File: src/hdl/slcan_pkg.sv
// ----------------------------------------------------------------------------
// slcan_pkg
// Shared types, character codes and the hex digit decoder for the serial-line
// CAN text frame parser.
// ----------------------------------------------------------------------------
`default_nettype none

package slcan_pkg;

  // Widths of the frame fields and of the parse state.
  localparam int CharW  = 8;
  localparam int IdW    = 29;
  localparam int LenW   = 4;
  localparam int DataW  = 64;
  localparam int NibW   = 4;
  localparam int NibN   = DataW / NibW;
  localparam int PosW   = 5;

  // Type characters.
  localparam logic [CharW-1:0] ChStdData = 8'h74;  // 't'
  localparam logic [CharW-1:0] ChExtData = 8'h54;  // 'T'
  localparam logic [CharW-1:0] ChStdRtr  = 8'h72;  // 'r'
  localparam logic [CharW-1:0] ChExtRtr  = 8'h52;  // 'R'

  // Digit ranges.
  localparam logic [CharW-1:0] ChZero  = 8'h30;  // '0'
  localparam logic [CharW-1:0] ChNine  = 8'h39;  // '9'
  localparam logic [CharW-1:0] ChUpA   = 8'h41;  // 'A'
  localparam logic [CharW-1:0] ChUpF   = 8'h46;  // 'F'
  localparam logic [CharW-1:0] ChLowA  = 8'h61;  // 'a'
  localparam logic [CharW-1:0] ChLowF  = 8'h66;  // 'f'

  // Frame type codes: bit 0 is extended, bit 1 is request.
  localparam logic [1:0] FtStdData = 2'd0;
  localparam logic [1:0] FtExtData = 2'd1;
  localparam logic [1:0] FtStdRtr  = 2'd2;
  localparam logic [1:0] FtExtRtr  = 2'd3;

  // Positions and digit counts.
  localparam logic [PosW-1:0] PosFirst  = 5'd0;
  localparam logic [PosW-1:0] PosMax    = 5'd31;
  localparam logic [PosW-1:0] StdDigits = 5'd3;
  localparam logic [PosW-1:0] ExtDigits = 5'd8;
  localparam logic [NibW-1:0] MaxLen    = 4'd8;

  typedef struct packed {
    logic [CharW-1:0] character;
    logic             end_of_frame;
  } in_word_t;

  typedef struct packed {
    logic             status;
    logic             extended;
    logic             request;
    logic [IdW-1:0]   identifier;
    logic [LenW-1:0]  length;
    logic [DataW-1:0] payload;
  } out_word_t;

  // One finished frame handed from the parser to the output register.
  typedef struct packed {
    logic      load;
    out_word_t word;
  } frame_res_t;

  typedef struct packed {
    logic            ok;
    logic [NibW-1:0] value;
  } hex_digit_t;

  // Decode one ASCII hex digit of either case.
  function automatic hex_digit_t hex_decode(input logic [CharW-1:0] c);
    hex_digit_t h;
    h.ok    = 1'b0;
    h.value = '0;
    if (c >= ChZero && c <= ChNine) begin
      h.ok    = 1'b1;
      h.value = NibW'(c - ChZero);
    end else if (c >= ChUpA && c <= ChUpF) begin
      h.ok    = 1'b1;
      h.value = NibW'(c - ChUpA + 8'd10);
    end else if (c >= ChLowA && c <= ChLowF) begin
      h.ok    = 1'b1;
      h.value = NibW'(c - ChLowA + 8'd10);
    end
    return h;
  endfunction

endpackage

`default_nettype wire

File: src/hdl/slcan_ascii_frame_parser.sv
// ----------------------------------------------------------------------------
// slcan_ascii_frame_parser
// Serial-line CAN text frame parser: one ASCII character per word in, one
// decoded frame or format error out on the character marked last.
// ----------------------------------------------------------------------------
//  Channel   Ports                          Word
//  input     in_valid, in_stall, in_word    character, end_of_frame
//  result    out_valid, out_stall, out_word status, extended, request,
//                                           identifier, length, payload
//
// A character word can be taken every cycle while in_stall is low. It is
// folded from the input register into the frame state, and a final character
// loads the result register at that same edge, so a result word passes through
// the input register and then the result register.
// Synchronous active-low reset empties both registers and clears the frame.
// A final character waits in the input register while the result register is
// full and stalled; other characters pass on regardless of out_stall.
// ----------------------------------------------------------------------------
`default_nettype none

module slcan_ascii_frame_parser (
  input  wire logic                 clk,
  input  wire logic                 rst_n,
  input  wire logic                 in_valid,
  output logic                      in_stall,
  input  wire slcan_pkg::in_word_t  in_word,
  output logic                      out_valid,
  input  wire logic                 out_stall,
  output slcan_pkg::out_word_t      out_word
);
  import slcan_pkg::*;

  logic       in_valid_r;
  in_word_t   in_word_r;
  logic       out_free;
  logic       fire;
  frame_res_t res;

  // The held character moves on unless it closes a frame and the result is blocked.
  assign fire     = in_valid_r && (!in_word_r.end_of_frame || out_free);
  assign in_stall = in_valid_r && !fire;

  // Input register.
  always_ff @(posedge clk) begin
    if (!rst_n) begin
      in_valid_r <= 1'b0;
    end else if (!in_stall) begin
      in_valid_r <= in_valid;
    end
  end

  always_ff @(posedge clk) begin
    if (!in_stall && in_valid) begin
      in_word_r <= in_word;
    end
  end

  slcan_frame_state u_state (
    .clk   (clk),
    .rst_n (rst_n),
    .fire  (fire),
    .word  (in_word_r),
    .res   (res)
  );

  slcan_out_reg u_out (
    .clk       (clk),
    .rst_n     (rst_n),
    .res       (res),
    .free      (out_free),
    .out_valid (out_valid),
    .out_stall (out_stall),
    .out_word  (out_word)
  );

endmodule

`default_nettype wire

File: src/hdl/slcan_frame_state.sv
// ----------------------------------------------------------------------------
// slcan_frame_state
// Per-character parse state of the text frame and the decision made on the
// final character of each frame.
// ----------------------------------------------------------------------------
`default_nettype none

module slcan_frame_state (
  input  wire logic                  clk,
  input  wire logic                  rst_n,
  input  wire logic                  fire,
  input  wire slcan_pkg::in_word_t   word,
  output slcan_pkg::frame_res_t      res
);
  import slcan_pkg::*;

  logic [PosW-1:0]           pos_r, pos_nxt;
  logic [1:0]                ftype_r, ftype_nxt;
  logic [IdW-1:0]            id_r, id_nxt;
  logic [LenW-1:0]           len_r, len_nxt;
  logic [NibN-1:0][NibW-1:0] data_r, data_nxt;
  logic                      err_r, err_nxt;

  hex_digit_t      hd;
  logic [PosW-1:0] id_digits;
  logic [PosW-1:0] id_digits_end;
  logic [PosW-1:0] data_pos;
  logic [PosW-1:0] expected;
  logic            bad;

  assign hd        = hex_decode(word.character);
  assign id_digits = ftype_r[0] ? ExtDigits : StdDigits;
  assign data_pos  = pos_r - id_digits - 5'd2;

  // Update the frame state with one character.
  always_comb begin
    pos_nxt   = pos_r;
    ftype_nxt = ftype_r;
    id_nxt    = id_r;
    len_nxt   = len_r;
    data_nxt  = data_r;
    err_nxt   = err_r;

    if (pos_r == PosFirst) begin
      unique case (word.character)
        ChStdData: ftype_nxt = FtStdData;
        ChExtData: ftype_nxt = FtExtData;
        ChStdRtr:  ftype_nxt = FtStdRtr;
        ChExtRtr:  ftype_nxt = FtExtRtr;
        default:   err_nxt   = 1'b1;
      endcase
    end else if (!err_r) begin
      if (pos_r <= id_digits) begin
        if (!hd.ok) begin
          err_nxt = 1'b1;
        end else begin
          id_nxt = {id_r[IdW-NibW-1:0], hd.value};
        end
      end else if (pos_r == id_digits + 5'd1) begin
        if (!hd.ok || hd.value > MaxLen) begin
          err_nxt = 1'b1;
        end else if (ftype_r[1] && hd.value != '0) begin
          err_nxt = 1'b1;
        end else begin
          len_nxt = hd.value;
        end
      end else begin
        if (data_pos >= {len_r, 1'b0} || data_pos[4] || !hd.ok) begin
          err_nxt = 1'b1;
        end else begin
          data_nxt[~data_pos[3:0]] = data_r[~data_pos[3:0]] | hd.value;
        end
      end
    end

    if (pos_r != PosMax) begin
      pos_nxt = pos_r + 5'd1;
    end
  end

  // Check the character count against the type and length of the frame, and form the result word.
  always_comb begin
    id_digits_end = ftype_nxt[0] ? ExtDigits : StdDigits;
    expected      = id_digits_end + 5'd2 + {len_nxt, 1'b0};
    bad           = err_nxt || (pos_nxt != expected);

    res.load = fire && word.end_of_frame;
    if (bad) begin
      res.word = '0;
      res.word.status = 1'b1;
    end else begin
      res.word.status     = 1'b0;
      res.word.extended   = ftype_nxt[0];
      res.word.request    = ftype_nxt[1];
      res.word.identifier = id_nxt;
      res.word.length     = len_nxt;
      res.word.payload    = data_nxt;
    end
  end

  // State registers; the final character starts a fresh frame.
  always_ff @(posedge clk) begin
    if (!rst_n) begin
      pos_r   <= '0;
      ftype_r <= '0;
      id_r    <= '0;
      len_r   <= '0;
      data_r  <= '0;
      err_r   <= 1'b0;
    end else if (fire) begin
      if (word.end_of_frame) begin
        pos_r   <= '0;
        ftype_r <= '0;
        id_r    <= '0;
        len_r   <= '0;
        data_r  <= '0;
        err_r   <= 1'b0;
      end else begin
        pos_r   <= pos_nxt;
        ftype_r <= ftype_nxt;
        id_r    <= id_nxt;
        len_r   <= len_nxt;
        data_r  <= data_nxt;
        err_r   <= err_nxt;
      end
    end
  end

endmodule

`default_nettype wire

File: src/hdl/slcan_out_reg.sv
// ----------------------------------------------------------------------------
// slcan_out_reg
// Result register that holds a parsed frame until the downstream side takes it.
// ----------------------------------------------------------------------------
`default_nettype none

module slcan_out_reg (
  input  wire logic                  clk,
  input  wire logic                  rst_n,
  input  wire slcan_pkg::frame_res_t res,
  output logic                       free,
  output logic                       out_valid,
  input  wire logic                  out_stall,
  output slcan_pkg::out_word_t       out_word
);
  import slcan_pkg::*;

  logic      valid_r;
  out_word_t word_r;

  // The register can take a new word when empty or when its word leaves now.
  assign free      = !valid_r || !out_stall;
  assign out_valid = valid_r;
  assign out_word  = word_r;

  always_ff @(posedge clk) begin
    if (!rst_n) begin
      valid_r <= 1'b0;
    end else if (free) begin
      valid_r <= res.load;
    end
  end

  always_ff @(posedge clk) begin
    if (free && res.load) begin
      word_r <= res.word;
    end
  end

endmodule

`default_nettype wire
File: config.mk
export PLATFORM = sky130hd
export DESIGN_NAME = slcan_ascii_frame_parser
export DESIGN_NICKNAME = d
export VERILOG_FILES = /design/src/hdl/slcan_pkg.sv /design/src/hdl/slcan_ascii_frame_parser.sv /design/src/hdl/slcan_frame_state.sv /design/src/hdl/slcan_out_reg.sv
export SDC_FILE = /design/constraint.sdc
export NUM_CORES = 1
export LEC_CHECK = 0
export BUFFER_PORTS_ARGS = -buffer_cell sky130_fd_sc_hd__buf_2
export CAP_MARGIN = 20
export CORE_ASPECT_RATIO = 0.75
export CORE_MARGIN = 2
export CORE_UTILIZATION = 44
export CTS_BUF_LIST = sky130_fd_sc_hd__clkbuf_2
export DETAILED_ROUTE_END_ITERATION = 16
export REMOVE_ABC_BUFFERS = 1
export SYNTH_ARGS = -nofsm -noshare
export SYNTH_HDL_FRONTEND = slang
export SYNTH_HIERARCHICAL = 1
export SYNTH_SLANG_ARGS = --single-unit
export TNS_END_PERCENT = 50
File: constraint.sdc
create_clock -name clk -period 14.05 [get_ports clk]
set_input_delay 2.81 -clock clk [delete_from_list [all_inputs] [get_ports clk]]
set_output_delay 2.81 -clock clk [all_outputs]
set_load 0.005 [all_outputs]
## Word-level counts from Yosys, hierarchy flattened

Cells that the tools add are included.

- Add/sub/neg operators: 11
- Order comparisons: 11
- Equality and inequality tests: 7
- Mux-type cells: 44
- Bitwise logic cells: 2
- Reduce and logical (&&, ||, !) cells: 25

Operator list:

| cell | count |
|---|---|
| $mux W64 | 6 |
| $mux W29 | 5 |
| $mux W100 | 1 |
| $bwmux W64 | 1 |
| $mux W4 | 11 |
| $eq A8 B7 Y1 const B | 4 |
| $mux W5 | 5 |
| $bmux W4 S4 | 1 |
| $demux W4 S4 | 1 |
| $ge A8 B7 Y1 const B | 2 |
| $le A8 B7 Y1 const B | 2 |
| $sub A4 B1 Y4 const B | 3 |
| $add A5 B1 Y5 const B | 2 |
| $logic_and A1 B1 Y1 | 10 |
| $mux W1 | 10 |
| $add A4 B4 Y4 const B | 2 |
| $ge A8 B6 Y1 const B | 1 |
| $le A8 B6 Y1 const B | 1 |
| $pmux W2 S4 | 1 |
| $logic_not A1 Y1 | 6 |
| $logic_or A1 B1 Y1 | 6 |
| $add A5 B2 Y5 const B | 1 |
| $add A5 B5 Y5 | 1 |
| $eq A5 B5 Y1 | 1 |
| other kinds (15) | 16 |

- Bits in registers: 216
- Input bits: 13
- Output and inout port bits: 102

## Logic depth before layout (Yosys ltp)

- Depth after elaboration: 17
- Mapped depth: 20

## Modules after synthesis

Netlist, hierarchy kept.

By module, submodules not included:

| module | times used | cells an instance | area each (um^2) | sequential area each (um^2) |
|---|---|---|---|---|
| slcan_frame_state | 1 | 781 | 7,014.2 | 2,102.0 |
| slcan_out_reg | 1 | 105 | 3,044.2 | 3,022.9 |
| slcan_ascii_frame_parser | 1 | 15 | 324.1 | 290.3 |

## Least setup slack after synthesis

No wires, ideal clock.

- Kind: input to register
- Start: in out_stall
- End: reg u_out.word_r (netlist bit u_out/out_word[0]) (enable)
- Setup time: 470 ps
- Data arrival time: 5,985 ps
- Path slack: 7,595 ps
- Stages: 6
- Buffers on the path: 1
- Cells stage by stage: nand2_1 > inv_1 > a21boi_0 > clkbuf_1 > and2_1 > and2_1

RTL lines:

| what | RTL line | source |
|---|---|---|
| from (decl) | slcan_ascii_frame_parser.sv:28 | `input wire logic out_stall,` |
| to (signal assigned) | slcan_out_reg.sv:36 | `word_r <= res.word;` |
| to (decl) | slcan_out_reg.sv:19 | `out_word_t word_r;` |

## Final worst setup path

- Start: in out_stall
- End: out in_stall

- Cells in the longest elaborated chain, start to end: 6

RTL lines:

| what | RTL line | source |
|---|---|---|
| $logic_not A1 Y1 | slcan_out_reg.sv:22 | `assign free = !valid_r \|\| !out_stall;` |
| $logic_or A1 B1 Y1 | slcan_out_reg.sv:22 |  |
| net out_free | slcan_ascii_frame_parser.sv:35 | `logic out_free;` |
| $logic_or A1 B1 Y1 | slcan_ascii_frame_parser.sv:40 | `assign fire = in_valid_r && (!in_word_r.end_of_frame \|\| out_free);` |
| $logic_and A1 B1 Y1 | slcan_ascii_frame_parser.sv:40 |  |
| $logic_not A1 Y1 | slcan_ascii_frame_parser.sv:41 | `assign in_stall = in_valid_r && !fire;` |
| $logic_and A1 B1 Y1 | slcan_ascii_frame_parser.sv:41 |  |
| to (decl) | slcan_ascii_frame_parser.sv:25 | `output logic in_stall,` |

The timed path passes the listed nets, and every way through them passes these cells.

==> metrics.md <==
| Metric | Value |
|---|---|
| Synth Register Bits | `216` |
| IO Count | `115` |
| Status | `completed` |
| Gpl congestion | `0.782` |
| Max clock buf depth | `3` |
| CP startpoint | `out_stall` |
| Setup-failing EPs final | `0` |
| Worst-Skew Late Latency | `800 ps` |
| Crit path buf inv count | `2` |
| First-pass GRT wire length | `36.8 mm` |
| H-tree levels | `2` |
| Fill count | `2189` |
| Cell row count | `48` |
| DRT iter0 DRCs | `478` |
| Placed insts | `1258` |
| Critical path arrival | `3350 ps` |
| Syn avg cell area | `11.5 um2` |
| Yosys cell types | `65` |
| Unrepaired setup endpoints after global routing | `no` |
| Max VDD drop | `54.7 uV` |
| Max-slew violations | `0` |
| Commonest non-fill, non-tap cell in the layout | `buf_2` |
| Final Util | `0.509` |
| R2r startpoint | `in_word_r[1]` |
| Worst min path class | `flip-flop to flip-flop` |
| Synth Instances | `901` |
| CTS hold repair buffers | `0` |
| Overall Global Routing Usage | `0.185` |
| Most frequent cells in the layout | `buf_2 (114), edfxtp_1 (109), dfxtp_1 (107)` |
| Worst Clk Skew | `61.2 ps` |
| Placed cell area | `0.0112 mm2` |
| Max incr delay on CP | `250 ps` |
| Grt total ovfl | `0` |
| Setup slack, reg-to-reg | `8110 ps` |
| Fin crit share | `0.439` |
| Resized cells post-CTS | `0` |
| CP Max Fanout | `3` |
| Post-synthesis sequential area ratio | `0.522` |
| Die X | `181 um` |
| Post-DP HPWL | `14.8 mm` |
| Crit path required time | `11240 ps` |
| Max-slew headroom | `0.298` |
| Mapped cell area | `0.0104 mm2` |
| Fin. Hold Viols | `0` |
| Post-synthesis async set-or-reset flop share | `0` |
| Max cap viols | `0` |
| Initial core utilization | `0.450` |
| Achievable Freq | `162 MHz` |
| Synthesis Warnings | `6` |
| Power density cells | `101 mW/mm2` |
| Cell mode on critical path | `buf_2` |
| Crit path cell chain | `buf_2 > nand2_1 > and3b_1 > buf_2` |
| CTS tree | `yes` |
| Worst-margin pin slew | `1050 ps` |
| Total number of vias | `7274` |
| Vias per cell | `5.35` |
| Setup TNS | `0 ps` |
| CORE AREA | `0.0231 mm2` |
| Pwr Total | `1.19 mW` |
| Worst path top cell family by delay | `simple AND/OR/NAND/NOR gates` |
| Period minus WS final | `6160 ps` |
| Critical path startpoint category | `input port` |
| Crit. End Element | `output pin` |
| Classification of the worst setup path | `input port to output pin` |
| Non-Filler Instances | `1359` |
| Total leakage power | `3.96 nW` |
| Port bufs | `114` |
| CTS sink count | `216` |
| Root buf cell | `clkbuf_2` |
| Fraction of layout cells with a size suffix above 1 | `0.267` |
| Die Area | `0.0249 mm2` |
| Hold_sp | `u_state/data_r[60]` |
| Total setup buffers inserted after CTS | `0` |
| P&R area growth vs syn | `13.1%` |
| Design Area, Final | `0.0117 mm2` |
| Number of global-route vias before repair | `6886` |
| Die Y-Extent | `137 um` |
| CP max-delay cell | `and3b_1` |
| # nets final | `1049` |
| Drc violations | `0` |
| Clock-pin slew on the worst setup and hold paths | `100 ps` |
| Antenna violations before repair | `1` |
| Most used flip-flop cell after synthesis | `edfxtp_1` |
| Routed WL per cell | `16.9 um` |
| Antenna Nets Post-Route | `0` |
| Cts bufs inserted | `54` |
| Largest net degree at the start of global routing | `78` |
| Post-synth EDFFs | `109` |
| Final wirelength | `22.9 mm` |
| First-pass DRT Iterations | `5` |
-- power breakdown --
| group | total, mW | internal [mW] | switching [mW] |
|---|---|---|---|
| logic | 0.0531 | 0.0173 | 0.0358 |
| registers | 0.672 | 0.667 | 0.00467 |
| clock network | 0.463 | 0.210 | 0.253 |
| total | 1.19 | 0.895 | 0.293 |
-- per-layer routing --
metal	global-route usage	share of wire	up-vias
li1	-	-	3593
met2	0.267	0.42	190
met3	0.0407	0.059	28
met4	0.0551	0.013	0
met1	0.277	0.51	3463
met5	0	0	-
-- synthesized netlist by cell type, drive strengths merged (6+ instances only) --
library cell / count / area [um2]
o21ai: 68 / 340
mux2i: 97 / 971
ha: 21 / 263
nor3b: 7 / 57.6
nor2b: 38 / 238
nor4: 18 / 353
a21oi: 9 / 48.8
nand2: 87 / 327
and2: 7 / 43.8
inv: 24 / 90.1
edfxtp: 109 / 3270
buf: 14 / 91.3
mux4: 20 / 450
a22oi: 31 / 238
xor2: 6 / 52.6
nor2: 8 / 30.0
nor3: 100 / 505
clkbuf: 57 / 214
dfxtp: 107 / 2140
xnor2: 9 / 78.8
-- worst reg2reg max path: stages, from the launching register on --
cell	delay, ps
edfxtp_1	580
inv_1	180
ha_1	250
o21bai_1	110
a21boi_2	390
o211ai_2	240
o21bai_4	470
a211oi_2	500
mux2i_1	370
ha_1	200
inv_1	40
ha_1	170
ha_1	280
xnor2_1	220
nor3_1	120
a21oi_4	550
buf_4	710
nor3_1	270
-- area by class of cell --
cell class | count | area (um2) | share of cell area
diodes | 1 | 2.50 | 0.000213
clock buffers | 81 | 405 | 0.0345
clock inverters | 19 | 158 | 0.0134
inverters | 25 | 93.8 | 0.00799
multi-input cells | 589 | 4610 | 0.393
flip-flops and latches | 216 | 5420 | 0.461
well taps | 300 | 375 | 0.0320
repair buffers | 128 | 676 | 0.0576
-- cell families after synthesis --
kind of cell,after synthesis,share of synthesized area
fa+ha+maj,22,0.0272
buf+inv,96,0.0384
mux,121,0.141
xor+xnor,15,0.0127
compound gates,145,0.0945
simple gates,286,0.164
flops,216,0.522
-- state kept, by name (all words and copies together) (netlist names) --
| signal | cells |
|---|---|
| u_out/out_word | 100 |
| u_state/data_r | 64 |
| u_state/id_r | 29 |
| in_word_r | 9 |
| u_state/pos_r | 5 |
| u_state/len_r | 4 |
| u_state/ftype_r | 2 |
| in_valid_r | 1 |
| u_out/out_valid | 1 |
| u_state/err_r | 1 |
-- final timing paths --
kind | end | cells past startpoint
setup / recovery | in_stall | 4
hold reg to reg | u_state/data_r[60] | 2
hold / removal | u_state/data_r[60] | 2
setup reg to reg | u_out/out_word[71] | 17
-- metrics by stage --
step	setup slack, ps	hold WS [ps]
2_1_floorplan	5980	439
3_3_place_gp	7900	448
3_5_place_dp	7890	456
4_1_cts	7890	471
5_1_grt	7530	493
6_report	7890	469
(Power assumes the default switching activity.)
